**src/hw/rtl/assert_macros.svh**
```systemverilog
// ----------------------------------------------------------------------------
// assert_macros.svh
// Shorthand for clocked assertions with an active-low reset.
// ----------------------------------------------------------------------------
`ifndef ASSERT_MACROS_SVH
`define ASSERT_MACROS_SVH

// Condition holds in the same cycle as the trigger
`define ASSERT_IMPLIES(label, clk, rst_n, ante, cons) \
    label: assert property (@(posedge clk) disable iff (!rst_n) (ante) |-> (cons)) \
        else $error("assertion failed: same-cycle implication");

// Condition holds in the cycle after the trigger
`define ASSERT_NEXT(label, clk, rst_n, ante, cons) \
    label: assert property (@(posedge clk) disable iff (!rst_n) (ante) |=> (cons)) \
        else $error("assertion failed: next-cycle implication");

`endif

```
**src/hw/rtl/sfs_pkg.sv**
```systemverilog
// ----------------------------------------------------------------------------
// sfs_pkg
// Shared types and constants of the serial frame slave.
// ----------------------------------------------------------------------------
package sfs_pkg;

    // CRC-16, polynomial 0x1021, no reflection, no final xor
    localparam logic [15:0] CRC_INIT   = 16'hFFFF;
    localparam logic [15:0] CRC_POLY   = 16'h1021;

    // Frame layout
    localparam int          MIN_FRAME  = 8;
    localparam int          TRAILER    = 3;
    localparam logic [7:0]  REPLY_LEN_BYTE = 8'd3;

    // Input kind codes
    localparam logic [1:0]  CMD_BYTE     = 2'd0;
    localparam logic [1:0]  CMD_RX_ERROR = 2'd1;
    localparam logic [1:0]  CMD_TX_DONE  = 2'd2;

    // Register indexes of the configuration channel
    localparam logic [2:0]  CFG_SLAVE_ADDRESS = 3'd0;
    localparam logic [2:0]  CFG_HEADER_FIRST  = 3'd1;
    localparam logic [2:0]  CFG_HEADER_SECOND = 3'd2;
    localparam logic [2:0]  CFG_TAIL_BYTE     = 3'd3;
    localparam logic [2:0]  CFG_READ_CODE     = 3'd4;

    // Request to the bit-serial CRC unit
    typedef struct packed {
        logic       start;
        logic       init;
        logic [7:0] data;
    } crc_ctl_t;

    // Status of the bit-serial CRC unit
    typedef struct packed {
        logic        busy;
        logic [15:0] crc;
    } crc_sts_t;

    // Sequencer states
    typedef enum logic [5:0] {
        ST_IDLE  = 6'b000001,
        ST_RXCRC = 6'b000010,
        ST_CHECK = 6'b000100,
        ST_LIGHT = 6'b001000,
        ST_REPLY = 6'b010000,
        ST_RWAIT = 6'b100000
    } state_t;

endpackage

```
**src/hw/rtl/sfs_crc_unit.sv**
```systemverilog
// ----------------------------------------------------------------------------
// sfs_crc_unit
// Bit-serial CRC-16 engine: folds one byte at a time, MSB first.
// ----------------------------------------------------------------------------
module sfs_crc_unit
(
    input  logic              clk,
    input  logic              rst_n,
    input  sfs_pkg::crc_ctl_t ctl,
    output sfs_pkg::crc_sts_t sts
);

    logic        busy_reg,  busy_next;
    logic [2:0]  bit_cnt_reg, bit_cnt_next;
    logic [7:0]  shift_reg, shift_next;
    logic [15:0] crc_reg,   crc_next;
    logic        fb;

    // Step one bit per cycle while busy; load a new byte on start
    always_comb
    begin
        busy_next    = busy_reg;
        bit_cnt_next = bit_cnt_reg;
        shift_next   = shift_reg;
        crc_next     = crc_reg;
        fb           = crc_reg[15] ^ shift_reg[7];
        if (busy_reg)
        begin
            crc_next     = {crc_reg[14:0], 1'b0} ^ (fb ? sfs_pkg::CRC_POLY : 16'h0000);
            shift_next   = {shift_reg[6:0], 1'b0};
            bit_cnt_next = bit_cnt_reg + 3'd1;
            if (bit_cnt_reg == 3'd7)
            begin
                busy_next = 1'b0;
            end
        end
        else if (ctl.start)
        begin
            busy_next    = 1'b1;
            bit_cnt_next = 3'd0;
            shift_next   = ctl.data;
            if (ctl.init)
            begin
                crc_next = sfs_pkg::CRC_INIT;
            end
        end
    end

    always_ff @(posedge clk or negedge rst_n)
    begin
        if (!rst_n)
        begin
            busy_reg    <= 1'b0;
            bit_cnt_reg <= 3'd0;
            crc_reg     <= sfs_pkg::CRC_INIT;
        end
        else
        begin
            busy_reg    <= busy_next;
            bit_cnt_reg <= bit_cnt_next;
            crc_reg     <= crc_next;
        end
    end

    always_ff @(posedge clk)
    begin
        shift_reg <= shift_next;
    end

    assign sts.busy = busy_reg;
    assign sts.crc  = crc_reg;

endmodule

```
**src/hw/rtl/serial_frame_slave_crc16.sv**
```systemverilog
// ----------------------------------------------------------------------------
// serial_frame_slave_crc16
// Framed serial slave: collects bytes, checks header, CRC-16 and address,
// answers read requests with a sensor reply frame, forwards other codes.
// ----------------------------------------------------------------------------
// Usage:
//   s_axis carries one event per item: tuser is the kind (byte received,
//   receive error, transmission complete), tdata the byte and sensor levels.
//   m_axis gives reply frame bytes (tuser 0, tlast on the eleventh byte) or
//   one light-controller command (tuser 1).
//   cfg writes the five 8-bit registers at any time; it is always ready.
// Sequencing:
//   Control items and the first three bytes of a frame are taken in idle.
//   Every later byte waits while the single bit-serial CRC unit folds the
//   byte leaving the three-byte trailer window, one bit per cycle.
//   A frame end adds a check state, then a light state for a light command
//   or reply states for a reply frame, which reuses the same unit.
//   s_axis is not ready while an item or a reply is in progress.
// Reset clears the byte count, the busy flag of the transmitter and the valid
// flag of the output register, and loads the register defaults. When m_axis stalls,
// the pending result holds and the sequencer waits for the output slot.
// ----------------------------------------------------------------------------
`include "assert_macros.svh"

module serial_frame_slave_crc16
#(
    parameter int BUFFER_BYTES = 32
)
(
    input  logic        clk,
    input  logic        rst_n,

    input  logic        s_axis_tvalid,
    output logic        s_axis_tready,
    input  logic [23:0] s_axis_tdata,   // [7:0] rx_byte, [17:8] sensor_levels, rest zero
    input  logic [1:0]  s_axis_tuser,   // [1:0] command

    output logic        m_axis_tvalid,
    input  logic        m_axis_tready,
    output logic [15:0] m_axis_tdata,   // [7:0] tx_byte, [15:8] light_command
    output logic        m_axis_tlast,
    output logic        m_axis_tuser,   // [0] result_kind

    input  logic        cfg_valid,
    output logic        cfg_ready,
    input  logic [2:0]  cfg_index,
    input  logic [7:0]  cfg_data
);

    localparam int CNT_W = $clog2(BUFFER_BYTES + 1);

    // Configuration registers
    logic [7:0] slave_address_reg, header_first_reg, header_second_reg;
    logic [7:0] tail_byte_reg, read_code_reg;

    // Frame tracking
    sfs_pkg::state_t state_reg, state_next;
    logic [CNT_W-1:0] count_reg, count_next;
    logic             tx_busy_reg, tx_busy_next;
    logic             tail_hit_reg, tail_hit_next;
    logic [3:0]       reply_idx_reg, reply_idx_next;
    logic [7:0]       hdr0_reg, hdr0_next, hdr1_reg, hdr1_next;
    logic [7:0]       addr_reg, addr_next, func_reg, func_next;
    logic [7:0]       win0_reg, win0_next, win1_reg, win1_next, win2_reg, win2_next;
    logic             level_reg, level_next;

    // Output register
    logic        out_valid_reg, out_valid_next;
    logic        out_kind_reg, out_kind_next;
    logic [7:0]  out_byte_reg, out_byte_next;
    logic        out_last_reg, out_last_next;
    logic [7:0]  out_light_reg, out_light_next;

    // Decoded input item
    logic [1:0]       in_cmd;
    logic [7:0]       in_byte;
    logic [9:0]       in_levels;
    logic             in_acc;
    logic             out_free;
    logic [CNT_W-1:0] new_count;
    logic             frame_ok;
    logic [7:0]       reply_byte;

    sfs_pkg::crc_ctl_t crc_ctl;
    sfs_pkg::crc_sts_t crc_sts;

    sfs_crc_unit u_crc
    (
        .clk   (clk),
        .rst_n (rst_n),
        .ctl   (crc_ctl),
        .sts   (crc_sts)
    );

    assign in_cmd    = s_axis_tuser;
    assign in_byte   = s_axis_tdata[7:0];
    assign in_levels = s_axis_tdata[17:8];
    assign in_acc    = s_axis_tvalid && s_axis_tready;
    assign out_free  = !out_valid_reg || m_axis_tready;
    assign new_count = count_reg + CNT_W'(1);

    // Header, CRC and address check of a finished frame
    assign frame_ok = (hdr0_reg == header_first_reg) && (hdr1_reg == header_second_reg)
                   && ({win0_reg, win1_reg} == crc_sts.crc)
                   && (addr_reg == slave_address_reg);

    // Select the reply frame byte
    always_comb
    begin
        unique case (reply_idx_reg)
            4'd0:    reply_byte = header_first_reg;
            4'd1:    reply_byte = header_second_reg;
            4'd2:    reply_byte = slave_address_reg;
            4'd3:    reply_byte = read_code_reg;
            4'd4:    reply_byte = sfs_pkg::REPLY_LEN_BYTE;
            4'd5,
            4'd6,
            4'd7:    reply_byte = {7'd0, level_reg};
            4'd8:    reply_byte = crc_sts.crc[15:8];
            4'd9:    reply_byte = crc_sts.crc[7:0];
            default: reply_byte = tail_byte_reg;
        endcase
    end

    // Sequencer
    always_comb
    begin
        state_next     = state_reg;
        count_next     = count_reg;
        tx_busy_next   = tx_busy_reg;
        tail_hit_next  = tail_hit_reg;
        reply_idx_next = reply_idx_reg;
        hdr0_next      = hdr0_reg;
        hdr1_next      = hdr1_reg;
        addr_next      = addr_reg;
        func_next      = func_reg;
        win0_next      = win0_reg;
        win1_next      = win1_reg;
        win2_next      = win2_reg;
        level_next     = level_reg;
        out_valid_next = out_valid_reg && !m_axis_tready;
        out_kind_next  = out_kind_reg;
        out_byte_next  = out_byte_reg;
        out_last_next  = out_last_reg;
        out_light_next = out_light_reg;
        crc_ctl.start  = 1'b0;
        crc_ctl.init   = 1'b0;
        crc_ctl.data   = win0_reg;
        s_axis_tready  = 1'b0;

        unique case (state_reg)
            sfs_pkg::ST_IDLE:
            begin
                s_axis_tready = 1'b1;
                if (in_acc)
                begin
                    if (in_cmd == sfs_pkg::CMD_RX_ERROR)
                    begin
                        count_next = '0;
                    end
                    else if (in_cmd == sfs_pkg::CMD_TX_DONE)
                    begin
                        tx_busy_next = 1'b0;
                    end
                    else if (in_cmd == sfs_pkg::CMD_BYTE)
                    begin
                        // Capture the fixed frame fields as they arrive
                        if (count_reg == CNT_W'(0)) hdr0_next = in_byte;
                        if (count_reg == CNT_W'(1)) hdr1_next = in_byte;
                        if (count_reg == CNT_W'(2)) addr_next = in_byte;
                        if (count_reg == CNT_W'(3)) func_next = in_byte;
                        // Advance the trailer window
                        win0_next  = win1_reg;
                        win1_next  = win2_reg;
                        win2_next  = in_byte;
                        level_next = &in_levels;
                        tail_hit_next = (in_byte == tail_byte_reg)
                                     && (new_count >= CNT_W'(sfs_pkg::MIN_FRAME));
                        // Drop the count at a frame end or a full buffer
                        if (tail_hit_next || (new_count >= CNT_W'(BUFFER_BYTES)))
                        begin
                            count_next = '0;
                        end
                        else
                        begin
                            count_next = new_count;
                        end
                        // Fold the byte that leaves the window into the CRC
                        if (count_reg >= CNT_W'(sfs_pkg::TRAILER))
                        begin
                            crc_ctl.start = 1'b1;
                            crc_ctl.init  = (count_reg == CNT_W'(sfs_pkg::TRAILER));
                            state_next    = sfs_pkg::ST_RXCRC;
                        end
                    end
                end
            end

            sfs_pkg::ST_RXCRC:
            begin
                if (!crc_sts.busy)
                begin
                    state_next = tail_hit_reg ? sfs_pkg::ST_CHECK : sfs_pkg::ST_IDLE;
                end
            end

            sfs_pkg::ST_CHECK:
            begin
                priority if (!frame_ok)
                begin
                    state_next = sfs_pkg::ST_IDLE;
                end
                else if (func_reg != read_code_reg)
                begin
                    state_next = sfs_pkg::ST_LIGHT;
                end
                else if (tx_busy_reg)
                begin
                    state_next = sfs_pkg::ST_IDLE;
                end
                else
                begin
                    tx_busy_next   = 1'b1;
                    reply_idx_next = 4'd0;
                    state_next     = sfs_pkg::ST_REPLY;
                end
            end

            sfs_pkg::ST_LIGHT:
            begin
                if (out_free)
                begin
                    out_valid_next = 1'b1;
                    out_kind_next  = 1'b1;
                    out_byte_next  = 8'd0;
                    out_last_next  = 1'b0;
                    out_light_next = func_reg;
                    state_next     = sfs_pkg::ST_IDLE;
                end
            end

            sfs_pkg::ST_REPLY:
            begin
                if (out_free)
                begin
                    out_valid_next = 1'b1;
                    out_kind_next  = 1'b0;
                    out_byte_next  = reply_byte;
                    out_last_next  = (reply_idx_reg == 4'd10);
                    out_light_next = 8'd0;
                    if (reply_idx_reg < 4'd8)
                    begin
                        // First eight bytes also feed the reply CRC
                        crc_ctl.start = 1'b1;
                        crc_ctl.init  = (reply_idx_reg == 4'd0);
                        crc_ctl.data  = reply_byte;
                        state_next    = sfs_pkg::ST_RWAIT;
                    end
                    else if (reply_idx_reg == 4'd10)
                    begin
                        state_next = sfs_pkg::ST_IDLE;
                    end
                    else
                    begin
                        reply_idx_next = reply_idx_reg + 4'd1;
                    end
                end
            end

            sfs_pkg::ST_RWAIT:
            begin
                if (!crc_sts.busy)
                begin
                    reply_idx_next = reply_idx_reg + 4'd1;
                    state_next     = sfs_pkg::ST_REPLY;
                end
            end

            default:
            begin
                state_next = sfs_pkg::ST_IDLE;
            end
        endcase
    end

    // Control state
    always_ff @(posedge clk or negedge rst_n)
    begin
        if (!rst_n)
        begin
            state_reg     <= sfs_pkg::ST_IDLE;
            count_reg     <= '0;
            tx_busy_reg   <= 1'b0;
            tail_hit_reg  <= 1'b0;
            reply_idx_reg <= 4'd0;
            out_valid_reg <= 1'b0;
        end
        else
        begin
            state_reg     <= state_next;
            count_reg     <= count_next;
            tx_busy_reg   <= tx_busy_next;
            tail_hit_reg  <= tail_hit_next;
            reply_idx_reg <= reply_idx_next;
            out_valid_reg <= out_valid_next;
        end
    end

    // Payload
    always_ff @(posedge clk)
    begin
        hdr0_reg      <= hdr0_next;
        hdr1_reg      <= hdr1_next;
        addr_reg      <= addr_next;
        func_reg      <= func_next;
        win0_reg      <= win0_next;
        win1_reg      <= win1_next;
        win2_reg      <= win2_next;
        level_reg     <= level_next;
        out_kind_reg  <= out_kind_next;
        out_byte_reg  <= out_byte_next;
        out_last_reg  <= out_last_next;
        out_light_reg <= out_light_next;
    end

    // Configuration registers
    assign cfg_ready = 1'b1;

    always_ff @(posedge clk or negedge rst_n)
    begin
        if (!rst_n)
        begin
            slave_address_reg <= 8'd1;
            header_first_reg  <= 8'd170;
            header_second_reg <= 8'd85;
            tail_byte_reg     <= 8'd13;
            read_code_reg     <= 8'd1;
        end
        else if (cfg_valid && cfg_ready)
        begin
            unique case (cfg_index)
                sfs_pkg::CFG_SLAVE_ADDRESS: slave_address_reg <= cfg_data;
                sfs_pkg::CFG_HEADER_FIRST:  header_first_reg  <= cfg_data;
                sfs_pkg::CFG_HEADER_SECOND: header_second_reg <= cfg_data;
                sfs_pkg::CFG_TAIL_BYTE:     tail_byte_reg     <= cfg_data;
                sfs_pkg::CFG_READ_CODE:     read_code_reg     <= cfg_data;
                default:
                begin
                end
            endcase
        end
    end

    assign m_axis_tvalid = out_valid_reg;
    assign m_axis_tdata  = {out_light_reg, out_byte_reg};
    assign m_axis_tlast  = out_last_reg;
    assign m_axis_tuser  = out_kind_reg;

    // Input is only taken while the CRC unit is free
    `ASSERT_IMPLIES(a_ready_crc_idle, clk, rst_n, s_axis_tready, !crc_sts.busy)
    // Count never reaches the buffer size
    `ASSERT_IMPLIES(a_count_range, clk, rst_n, 1'b1, count_reg < CNT_W'(BUFFER_BYTES))
    // Reply CRC wait only for the first eight reply bytes
    `ASSERT_IMPLIES(a_rwait_idx, clk, rst_n, state_reg == sfs_pkg::ST_RWAIT,
        reply_idx_reg < 4'd8)
    // A checked frame always leaves the check state at once
    `ASSERT_NEXT(a_check_once, clk, rst_n, state_reg == sfs_pkg::ST_CHECK,
        state_reg != sfs_pkg::ST_CHECK)

endmodule

```
**config.mk**
```make
export PLATFORM = sky130hd
export DESIGN_NAME = serial_frame_slave_crc16
export DESIGN_NICKNAME = d
export VERILOG_FILES = /design/src/hw/rtl/sfs_pkg.sv /design/src/hw/rtl/sfs_crc_unit.sv /design/src/hw/rtl/serial_frame_slave_crc16.sv
export VERILOG_INCLUDE_DIRS = /design/src /design/src/hw/rtl
export SDC_FILE = /design/constraint.sdc
export NUM_CORES = 1
export LEC_CHECK = 0
export ABC_AREA = 0
export BUFFER_PORTS_ARGS = -buffer_cell sky130_fd_sc_hd__buf_2
export CORE_ASPECT_RATIO = 0.8
export CORE_MARGIN = 2
export CORE_UTILIZATION = 60
export DETAILED_ROUTE_END_ITERATION = 10
export GPL_TIMING_DRIVEN = 0
export HOLD_SLACK_MARGIN = 0.15
export PLACE_DENSITY = 0.91
export SYNTH_ARGS = -nofsm -noshare
export SYNTH_HDL_FRONTEND = slang
export SYNTH_SLANG_ARGS = --single-unit
```
**constraint.sdc**
```tcl
create_clock -name clk -period 2.9 [get_ports clk]
set_clock_uncertainty 0.1 [all_clocks]
set_input_delay 0.58 -clock clk [delete_from_list [all_inputs] [get_ports clk]]
set_output_delay 0.58 -clock clk [all_outputs]
set_load 0.1 [all_outputs]
```
# ---- Yosys cells after proc, flatten, opt, wreduce, memory -nomap -nowiden
# Index checks and enable logic that the tools add are counted.
dict set report op_classes {
  n_reduce_logical 39
  div 0
  n_mux 68
  bitwise 4
  eq_ne 49
  n_mul 0
  n_shift 0
  addsub 3
  magnitude_cmp 4
}
# op n
set ops {}
lappend ops {{$mux W6} 15}
lappend ops {{$pmux W8 S8} 1}
lappend ops {{$mux W16} 3}
lappend ops {{$mux W8} 6}
lappend ops {{$pmux W6 S6} 1}
lappend ops {{$eq A8 B8 Y1} 4}
lappend ops {{$ne A2 B2 Y1 const B} 16}
lappend ops {{$pmux W8 S2} 2}
lappend ops {{$reduce_and A6 Y1} 5}
lappend ops {{$mux W4} 7}
lappend ops {{$mux W10} 2}
lappend ops {{$reduce_and A10 Y1} 2}
lappend ops {{$eq A6 B2 Y1 const B} 3}
lappend ops {{$eq A16 B16 Y1} 1}
lappend ops {{$eq A4 B3 Y1 const B} 4}
lappend ops {{$xor A16 B16 Y16} 1}
lappend ops {{$mux W5} 3}
lappend ops {{$mux W1} 14}
lappend ops {{$mux W13} 1}
lappend ops {{$eq A4 B4 Y1 const B} 3}
lappend ops {{$eq A6 B1 Y1 const B} 2}
lappend ops {{$pmux W4 S3} 1}
lappend ops {{$reduce_and A2 Y1} 6}
lappend ops {{$mux W2} 5}
lappend ops {{40 further kinds} 59}
dict set report totals {
  in_bits 42
  latch_bits 0
  mem_count 0
  romBits 0
  ramBits 0
  regBits 162
  elab_cells 195
}

# ---- Longest topological paths before layout
# Gate-level depths: netlist (run 1).
dict set report depth {
  depth_word 10
  mapped_depth 9
  ltp_nobuf 8
}

# ---- Cells and area by module
# A second synthesis (run 1) with hierarchy kept.
dict set report unflattened {
  hier_cells 599
  hier_area_um2 7689.9
}
# module area_each_um2 cells_each n_inst
set by_module_without_submodules {}
lappend by_module_without_submodules {serial_frame_slave_crc16 6490.0 513 1}
lappend by_module_without_submodules {sfs_crc_unit 1199.9 86 1}

# ---- Least setup slack after synthesis (run 1)
# Ideal clock, no wire load.
dict set report synth_timing {
  path_kind {flip-flop to flip-flop}
  start {register count_reg[3]}
  end {register u_crc.shift_reg[1], enable pin}
  setup_slack_ps 513
  setup_ps 277
  required_ps 2523
  synth_period_minus_slack_ps 2387
  path_stages_with_launch 7
  arrival_time_ps 2009
  cell_sequence {dfrtp_1 -> or4_1 -> o31a_1 -> and2_1 -> clkbuf_1 -> nor3_2 -> inv_1}
}
dict set report synth_via {
  elab_chain_len 8
}
# element line
set synth_lines {}
lappend synth_lines {{from (decl)} serial_frame_slave_crc16.sv:58} ;# logic [CNT_W-1:0] count_reg, count_next;
lappend synth_lines {{from (signal assigned)} serial_frame_slave_crc16.sv:301} ;# count_reg <= count_next;
lappend synth_lines {{$ge A6 B2 Y1} serial_frame_slave_crc16.sv:189} ;# if (count_reg >= CNT_W'(sfs_pkg::TRAILER))
lappend synth_lines {{$mux W2} serial_frame_slave_crc16.sv:189}
lappend synth_lines {{$mux W2} serial_frame_slave_crc16.sv:165} ;# else if (in_cmd == sfs_pkg::CMD_BYTE)
lappend synth_lines {{$mux W2} serial_frame_slave_crc16.sv:161} ;# else if (in_cmd == sfs_pkg::CMD_TX_DONE)
lappend synth_lines {{$mux W2} serial_frame_slave_crc16.sv:157} ;# if (in_cmd == sfs_pkg::CMD_RX_ERROR)
lappend synth_lines {{$mux W2} serial_frame_slave_crc16.sv:155} ;# if (in_acc)
lappend synth_lines {{$pmux W2 S2} serial_frame_slave_crc16.sv:151} ;# unique case (state_reg)
lappend synth_lines {{$reduce_bool A2 Y1 (no line)} -}
lappend synth_lines {{to (signal assigned)} sfs_crc_unit.sv:67} ;# shift_reg <= shift_next;
lappend synth_lines {{to (decl)} sfs_crc_unit.sv:15} ;# logic [7:0] shift_reg, shift_next;
# Every way passes these cells.
# A chain may end at the register's enable or synchronous reset.

# ---- Worst setup path after layout (run 1)
dict set report layout_timing {
  start {register reply_idx_reg[0]}
  end {register u_crc.shift_reg[1], data pin}
}
dict set report layout_via {
  elab_chain_len 8
  word_cells_on_any_way 18
  classes_between {1 x order compare; 9 x eq/ne; 6 x mux; 2 x reduce/logical}
}
# element line
set layout_lines {}
lappend layout_lines {{from (decl)} serial_frame_slave_crc16.sv:61} ;# logic [3:0] reply_idx_reg, reply_idx_next;
lappend layout_lines {{from (signal assigned)} serial_frame_slave_crc16.sv:304} ;# reply_idx_reg <= reply_idx_next;
lappend layout_lines {{$eq A4 B3 Y1} serial_frame_slave_crc16.sv:110} ;# unique case (reply_idx_reg)
lappend layout_lines {{$reduce_or A3 Y1} serial_frame_slave_crc16.sv:110}
lappend layout_lines {{$pmux W8 S8} serial_frame_slave_crc16.sv:110}
lappend layout_lines {{$mux W10 *} serial_frame_slave_crc16.sv:251} ;# if (reply_idx_reg < 4'd8)
lappend layout_lines {{$mux W10 *} serial_frame_slave_crc16.sv:244} ;# if (out_free)
lappend layout_lines {{$mux W8 *} serial_frame_slave_crc16.sv:151}
lappend layout_lines {{$mux W8 *} sfs_crc_unit.sv:37} ;# else if (ctl.start)
lappend layout_lines {{$mux W8 *} sfs_crc_unit.sv:27} ;# if (busy_reg)
lappend layout_lines {{net u_crc.shift_next[1]} sfs_crc_unit.sv:15}
# The timed path passes the listed nets; every way through them passes the cells marked *. The select of a mux whose other input is x is not followed.

==> results_dict.tcl, run 1 <==
set metrics [dict create \
    finalHoldViolCount 0 \
    dpl.hpwl_um 14100 \
    rows 36 \
    place_ws_ps -225 \
    hold_path_class "flop to flop" \
    power_mw 7.03 \
    worst_slew_pin_slew_ps 1090 \
    slew_headroom 0.272 \
    ys_types 58 \
    die_x_um 131 \
    track_usage 0.306 \
    ys.flop_type "edfxtp_1" \
    antenna_cells 0 \
    use_met1 0.434 \
    clockPowerShare 0.300 \
    firstDrtPassIters 7 \
    seq_power_share 0.471 \
    fp.dieArea_um2 13800 \
    clock_sinks 162 \
    viasPerCell 6.33 \
    drive_gt1_frac 0.291 \
    largest_reg_flops 16 \
    worst_slack_ps 123 \
    arrival_ps 2830 \
    synth.top_cell.area_share 0.320 \
    dr.first_iter.drc_count 703 \
    yosys.area.top_type "edfxtp_1" \
    crit_path_max_fanout 10 \
    clock-root-buffer "clkbuf_16" \
    r2r_cells 8 \
    yosysWarnings 0 \
    fin_cells 858 \
    place.gp.congestion 0.950 \
    grt_remaining_overflow 0 \
    nFillCells 837 \
    nets 730 \
    place_inst 824 \
    grt_max_degree 59 \
    routed_wirelength_um 19800 \
    run_status "finished clean" \
    synth.cell_area_um2 7700 \
    crit_required_ps 2950 \
    p_int_mw 4.76 \
    maxCapViolCount 0 \
    rsz0062_at_grt "no" \
    port_buffers 53 \
    syn_inst 598 \
    core-area_um2 12300 \
    synth_edf_count 82 \
    use_met2 0.448 \
    grt_pass1_wl_um 30500 \
    drc 0 \
    clk_pin_slew_ps 70 \
    cts_tree "done" \
    synthTopCellsByArea "edfxtp_1 32%, dfrtp_1 16%, dfstp_2 10%, mux2_2 7.3%, xor2_1 4.8%" \
    min_path_cells 0 \
    post-route-min-period_ps 2780 \
    comb_power_share 0.229 \
    grt_pass1_vias 5423 \
    wire_per_inst_um 23.1 \
    syn2layout_area_growth_pct 15.0 \
    met3_usage 0.0990 \
    start_util 0.624 \
    busiest_layer "met2" \
    clk_latency_ps 430 \
    end_kind "flop" \
    drv_slew 0 \
    leakagePower_nw 3.52 \
    final_util 0.718 \
    vias 5433 \
    antenna_found_initial 0 \
    fin_area_um2 8860 \
    cts_buffers 17 \
    ys_top_cells_by_count "82 x edfxtp_1, 50 x mux2_2, 49 x dfrtp_1, 42 x xor2_1, 35 x inv_1" \
    synth.most_common_cell "edfxtp_1" \
    start_kind "flop" \
    ir_drop_mv 0.504 \
    h-tree-depth 4 \
    finalCritPeriodShare 0.958 \
    die_y_um 105 \
    finalSetupTns_ps 0 \
    finalSetupViolations 0 \
    clock.fmax_ghz 0.360 \
    clockBufferDepth 2 \
    avgSynthCellArea_um2 12.9 \
    netSwitchingFraction 0.323 \
    synth_seq_cells 162 \
    holdWs_ps 321 \
    ioPinCount 63 \
    power_density_nw_per_um2 794 \
    switchingPower_mw 2.27 \
    drtAntennaViolNets 0 \
    seq_area_frac_synth 0.584 \
    async_flop_share 0.488 \
    crit_type "flop to flop" \
    placed_area_um2 8230 \
    syn_nets 654 \
]
==> routing by layer <==
metal | wire length [um] | share of wire
met1 | 7970 | 0.40
met2 | 9120 | 0.46
met3 | 2210 | 0.11
met4 | 486 | 0.025
met5 | 0 | 0
==> path summary, 6_finish.rpt <==
check                                                  start                      endpoint  slack, ps
worst min register to register         win2_reg[1]$_DFFE_PP_         win1_reg[1]$_DFFE_PP_        320
worst max register to register  reply_idx_reg[0]$_DFFE_PN0P_  u_crc.shift_reg[1]$_DFFE_PP_        120
worst max-delay path            reply_idx_reg[0]$_DFFE_PN0P_  u_crc.shift_reg[1]$_DFFE_PP_        120
min in group asynchronous                              rst_n  read_code_reg[2]$_DFFE_PN0P_        480
max in group asynchronous                              rst_n  u_crc.crc_reg[1]$_DFFE_PN1P_       1570
worst min-delay path                   win2_reg[1]$_DFFE_PP_         win1_reg[1]$_DFFE_PP_        320
==> worst max-delay path: stages, from the launching register on <==
cell and delay [ps]:
dfrtp_1 440, ha_1 170, clkbuf_1 460, nor2_1 130, nor2_1 210, o31ai_4 140, a221oi_1 550, a2bb2oi_1 200
o21ai_0 110
==> kinds of logic after synthesis <==
logic type               synth area share
flip-flops                          0.584
AND/OR/NAND/NOR                     0.101
AO/OA/AOI/OAI                       0.117
XOR/XNOR                           0.0705
buffers and inverters              0.0309
multiplexers                       0.0731
adder cells (fa/ha/maj)            0.0227
other                            0.000487
==> cell usage in the layout, fill, tap and decap left out, types with 17 or more instances in the layout <==
cell        n
nand2_1    28
nor2_1     19
clkbuf_16  17
xor2_1     42
buf_2      53
a21oi_1    20
dfrtp_1    49
and2_1     20
o21ai_0    19
mux2_2     50
edfxtp_1   82
inv_1      34
dfstp_2    30
xnor2_1    20
==> power groups by stage <==
stage / clock [mW] / sequential (mW) / combinational (mW)
finish: 2.11 / 3.31 / 1.61
detailed placement: 0 / 3.33 / 1.57
global route: 2.23 / 3.35 / 1.73
CTS: 2.12 / 3.29 / 1.59
floorplan: 0 / 3.18 / 1.20
global placement: 0 / 3.30 / 1.47
==> cell type report <==
class	count	area [um2]	share of cell area
Multi-Input combinational cell	377	3010	0.340
Sequential cell	162	4500	0.508
Inverter	36	139	0.0157
Clock inverter	14	124	0.0140
Timing Repair Buffer	59	343	0.0387
Buffer	21	98.8	0.0112
Tap cell	171	214	0.0242
Clock buffer	18	429	0.0484
==> repair_timing <==
| action | in CTS | in global routing |
|---|---|---|
| hold buffers | 1 | 0 |
| cloned | 0 | 0 |
| resized for setup | 4 | 7 |
| pin swaps | 0 | 1 |
| setup endpoints to repair | 46 | 31 |
| buffers inserted | 0 | 3 |
| hold endpoints to repair | 17 | 0 |
Note: power is estimated with default switching activity, not from simulation.
==> inputs of run 2 (changes only) <==
PLACE_DENSITY = 0.76   (was 0.91)
==> run 2 against run 1 <==
Compared with the run above:
- first-iteration DRC count shrank 15%
- cell count is 0.23% lower
- global-route usage decreased by 0.76 points
- die area unchanged
- core utilization increased by 0.42 points
- via count shrank 3.6%
- design area up 0.58%
- largest power group unchanged
- highest routed layer unchanged
==> results_dict.tcl, run 2 (synthesized netlist as in run 1, its figures left out) <==
set metrics [dict create \
    antenna_found_initial 0 \
    arrival_ps 2820 \
    start_util 0.624 \
    clock_sinks 162 \
    place.gp.congestion 0.962 \
    critPathMaxStageDelay_ps 590 \
    switchingPower_mw 2.16 \
    worst_slew_pin_slew_ps 1320 \
    slowest_stage "a221oi_2" \
    rsz0062_at_grt "no" \
    vias 5237 \
    clk_latency_ps 430 \
    final_cell_mix "82 x edfxtp_1, 53 x buf_2, 50 x mux2_2" \
    drtAntennaViolNets 0 \
    clockBufferDepth 2 \
    crit_start "reply_idx_reg[0]$_DFFE_PN0P_" \
    fin_area_um2 8910 \
    cts_tree "done" \
    track_usage 0.299 \
    slew_headroom 0.118 \
    place_inst 823 \
    grt_pass1_vias 5022 \
    p_int_mw 5.04 \
    clk_pin_slew_ps 60 \
    crit_family "compound AO/OA/AOI/OAI gates" \
    ir_drop_mv 0.606 \
    port_buffers 53 \
    start_kind "flop" \
    core-area_um2 12300 \
    ioPinCount 63 \
    antenna_cells 0 \
    clock-root-buffer "clkbuf_16" \
    hp-start "win2_reg[3]$_DFFE_PP_" \
    crit_type "flop to flop" \
    finalHoldViolCount 0 \
    dpl.hpwl_um 14100 \
    place_ws_ps -359 \
    rows 36 \
    syn2layout_area_growth_pct 15.7 \
    grt_max_degree 44 \
    finalCritPeriodShare 0.956 \
    hold_path_class "flop to flop" \
    crit_top_cell "nor2_1" \
    h-tree-depth 4 \
    comb_power_share 0.223 \
    seq_power_share 0.457 \
    crit_required_ps 2950 \
    drc 0 \
    dr.first_iter.drc_count 600 \
    nets 728 \
    die_y_um 105 \
    drive_gt1_frac 0.295 \
    leakagePower_nw 3.54 \
    largest_reg_flops 16 \
    grt_pass1_wl_um 29400 \
    power_density_nw_per_um2 808 \
    netSwitchingFraction 0.300 \
    clock.fmax_ghz 0.361 \
    cts_buffers 17 \
    finalSetupViolations 0 \
    post-route-min-period_ps 2770 \
    firstDrtPassIters 7 \
    fp.dieArea_um2 13800 \
    routed_wirelength_um 19200 \
    placed_area_um2 8210 \
    viasPerCell 6.12 \
    final_common_cell "edfxtp_1" \
    drv_slew 0 \
    maxCapViolCount 0 \
    critPathBufInv 0 \
    wire_per_inst_um 22.5 \
    crit_path_max_fanout 10 \
    power_mw 7.20 \
    clockPowerShare 0.319 \
    worst_slack_ps 128 \
    nFillCells 860 \
    fin_cells 856 \
    die_x_um 131 \
    end_kind "flop" \
    r2r_start "reply_idx_reg[0]$_DFFE_PN0P_" \
    grt_remaining_overflow 0 \
    crit_chain "ha_1, nor2_1, nor2_1, o31ai_4, a221oi_2, a2bb2oi_1, o21ai_0" \
    run_status "finished clean" \
]
[run 2: cell count changes in the layout (fill, tap and decap cells not counted), moves of 2 or more]
| cell | change |
|---|---|
| bufinv_16 | +3 |
| clkinv_4 | -3 |
| a221oi_1 | -2 |
| clkbuf_8 | +2 |
| inv_8 | -3 |
| clkinv_2 | +2 |
[run 2: routing by layer]
layer / vias to the layer above / routed length (um) / global-route usage
li1: 2354 / - / -
met1: 2617 / 8630 / 0.451
met2: 249 / 8760 / 0.434
met3: 17 / 1660 / 0.0792
met4: 0 / 194 / 0.0737
met5: - / 0 / 0
[run 2: what timing repair did]
item                                   4_1_cts  5_1_grt
setup endpoints to repair                   13       80
hold buffers                                 1        0
endpoints found under the hold margin       19        0
pin swaps                                    0        1
setup buffers                                0        2
gates resized for setup                      4       14
gates cloned                                 0        0
[run 2: path summary, 6_finish.rpt]
check	end	slack, ps	cells past startpoint
min	win1_reg[3]$_DFFE_PP_	320	0
min reg2reg	win1_reg[3]$_DFFE_PP_	320	0
min in group asynchronous	count_reg[0]$_DFFE_PN0P_	570	2
max	u_crc.shift_reg[1]$_DFFE_PP_	130	7
max in group asynchronous	tail_byte_reg[3]$_DFFE_PN1P_	1460	3
max reg2reg	u_crc.shift_reg[1]$_DFFE_PP_	130	7
[run 2: per-stage QoR]
step	setup TNS (ps)	utilization	hold slack [ps]
final	0	0.722	320
after global routing	0	0.722	330
after CTS	0	0.717	322
after detailed placement	-1710	0.665	307
after global placement	-1140	0.663	304
after floorplan	0	-	184
[run 2: power groups by stage]
| stage | logic (mW) | clock network [mW] | registers (mW) |
|---|---|---|---|
| CTS | 1.58 | 2.32 | 3.28 |
| floorplan | 1.20 | 0 | 3.18 |
| finish | 1.61 | 2.30 | 3.29 |
| detailed placement | 1.57 | 0 | 3.31 |
| global placement | 1.49 | 0 | 3.30 |
| global route | 1.74 | 2.44 | 3.32 |
[run 2: final cells by class]
| cell class | instances | area [um2] | share of cell area |
|---|---|---|---|
| clock inverters | 12 | 155 | 0.0174 |
| flip-flops and latches | 162 | 4500 | 0.505 |
| repair buffers | 57 | 313 | 0.0351 |
| well taps | 171 | 214 | 0.0240 |
| multi-input cells | 377 | 3040 | 0.341 |
| clock buffers | 20 | 457 | 0.0513 |
| plain buffers | 21 | 100 | 0.0112 |
| inverters | 36 | 139 | 0.0156 |
==> inputs of run 3 (changes only) <==
--- a/config.mk
+++ b/config.mk
@@ -17,2 +17,3 @@
 export PLACE_DENSITY = 0.76
+export SKIP_CTS_REPAIR_TIMING = 1
 export SYNTH_ARGS = -nofsm -noshare
==> constraint.sdc (replaced) <==
create_clock -name clk -period 2.9 [get_ports clk]
set_clock_uncertainty 0.1 [all_clocks]
set_input_delay 0.435 -clock clk [delete_from_list [all_inputs] [get_ports clk]]
set_output_delay 0.435 -clock clk [all_outputs]
set_load 0.1 [all_outputs]
==> run 3 against run 2 <==
Compared with the run above:
- count of clock-buffer cells in the layout did not move
- setup slack worse by 48 ps
- combinational power hardly changed
- flip-flop and latch count is the same
- power up 0.15%
- via count grew 0.42%
- global-route usage about the same
- first-iteration DRC count increased by 15%
- non-clock buffer count decreased by 1
- register-to-register slack worse by 50 ps
- sequential share of layout area about the same
==> results_dict.tcl, run 3 (synthesized netlist as in run 1, its figures left out) <==
set metrics [dict create \
    finalCritPeriodShare 0.973 \
    grt_max_degree 44 \
    final_cell_mix "82 x edfxtp_1, 53 x buf_2, 50 x mux2_2" \
    crit_required_ps 2950 \
    switchingPower_mw 2.17 \
    die_x_um 131 \
    start_kind "flop" \
    post-route-min-period_ps 2820 \
    core-area_um2 12300 \
    end_kind "flop" \
    drc 0 \
    grt_pass1_vias 5022 \
    rows 36 \
    nets 727 \
    netSwitchingFraction 0.300 \
    seq_power_share 0.457 \
    clock-root-buffer "clkbuf_16" \
    min_path_cells 2 \
    largest_reg_flops 16 \
    final_common_cell "edfxtp_1" \
    wire_per_inst_um 22.5 \
    clk_latency_ps 430 \
    dr.first_iter.drc_count 689 \
    hp-start "cfg_data[7]" \
    fin_cells 855 \
    syn2layout_area_growth_pct 15.7 \
    grt_remaining_overflow 0 \
    ioPinCount 63 \
    track_usage 0.298 \
    arrival_ps 2870 \
    fp.dieArea_um2 13800 \
    vias 5259 \
    drive_gt1_frac 0.294 \
    die_y_um 105 \
    drtAntennaViolNets 0 \
    worst_slew_pin_slew_ps 1320 \
    maxCapViolCount 0 \
    worstReg2RegEnd "u_crc.shift_reg[1]$_DFFE_PP_" \
    ir_drop_mv 0.608 \
    holdPathEnd "header_second_reg[7]$_DFFE_PN0P_" \
    rsz0062_at_grt "yes" \
    clock.fmax_ghz 0.355 \
    r2r_setup_slack_ps 80 \
    firstDrtPassIters 5 \
    comb_power_share 0.224 \
    finalHoldViolCount 0 \
    drv_slew 0 \
    place_inst 823 \
    cts_buffers 17 \
    antenna_found_initial 1 \
    power_mw 7.21 \
    r2r_start "reply_idx_reg[0]$_DFFE_PN0P_" \
    r2r_cells 8 \
    p_int_mw 5.05 \
    start_util 0.624 \
    antenna_cells 0 \
    viasPerCell 6.15 \
    crit_path_max_fanout 10 \
    leakagePower_nw 3.53 \
    crit_type "flop to flop" \
    clockPowerShare 0.319 \
    power_density_nw_per_um2 810 \
    port_buffers 53 \
    place.gp.congestion 0.962 \
    grt_pass1_wl_um 29400 \
    clock_sinks 162 \
    slew_headroom 0.117 \
    cts_tree "done" \
    run_status "finished clean" \
    h-tree-depth 4 \
    clockBufferDepth 2 \
    dpl.hpwl_um 14100 \
    finalSetupViolations 0 \
    clk_pin_slew_ps 60 \
    routed_wirelength_um 19200 \
    hold_path_class "input port to flop" \
]
run 3: cell count changes in the layout (fill, tap and decap cells not counted), sizes merged:
cell,change
clkbuf,+1
buf,-2
run 3: final cells by class:
cell class	instances	area, um2
sequential	162	4500
fill	857	3430
multi-input combinational	377	3040
clock buffer	20	457
timing repair buffer	55	298
tap	171	214
clock inverter	12	155
inverter	36	139
buffer	22	105
run 3: metrics by stage:
stage	setup slack (ps)	setup TNS [ps]	area (um2)	hold WS, ps	utilization
2_1_floorplan	513	0	7700	39.4	-
3_3_place_gp	-293	-1140	8180	304	0.663
3_5_place_dp	-359	-1710	8210	307	0.665
4_1_cts	-381	-2010	8820	-118	0.715
5_1_grt	-48.8	-52.5	8910	193	0.722
6_report	79.7	0	8910	198	0.722
run 3: how the worst max path moves through the flow:
| stage | from | end | slack, ps | cells after the start |
|---|---|---|---|---|
| global route | reply_idx_reg[0]$_DFFE_PN0P_ | u_crc.shift_reg[1]$_DFFE_PP_ | -50 | 8 |
| finish | reply_idx_reg[0]$_DFFE_PN0P_ | u_crc.shift_reg[1]$_DFFE_PP_ | 80 | 8 |
| CTS | reply_idx_reg[0]$_DFFE_PN0P_ | u_crc.shift_reg[1]$_DFFE_PP_ | -380 | 9 |
| global placement | reply_idx_reg[0]$_DFFE_PN0P_ | u_crc.shift_reg[1]$_DFFE_PP_ | -290 | 9 |
| detailed placement | reply_idx_reg[0]$_DFFE_PN0P_ | u_crc.shift_reg[1]$_DFFE_PP_ | -360 | 9 |
| floorplan | count_reg[3]$_DFFE_PN0P_ | u_crc.shift_reg[1]$_DFFE_PP_ | 510 | 6 |
run 3: routing by layer:
layer	up-vias	wire length, um	global-route usage
met3	27	1790	0.0853
met2	264	8730	0.432
met5	-	0	0
met1	2617	8420	0.445
met4	0	290	0.0760
li1	2351	-	-
run 3: worst max-delay path, cell delays in order (launching register included):
cell and delay [ps]:
dfrtp_1 440, inv_1 110, ha_1 550, nor2_1 150, nor2_1 230, o31ai_4 150
a221oi_2 540, a2bb2oi_1 180, o21ai_0 90
run 3: power by group through the flow:
stage | registers [mW] | logic (mW) | clock network (mW)
4_1_cts | 3.27 | 1.58 | 2.32
3_5_place_dp | 3.31 | 1.57 | 0
6_report | 3.30 | 1.61 | 2.30
3_3_place_gp | 3.30 | 1.49 | 0
5_1_grt | 3.33 | 1.74 | 2.44
2_1_floorplan | 3.18 | 1.20 | 0
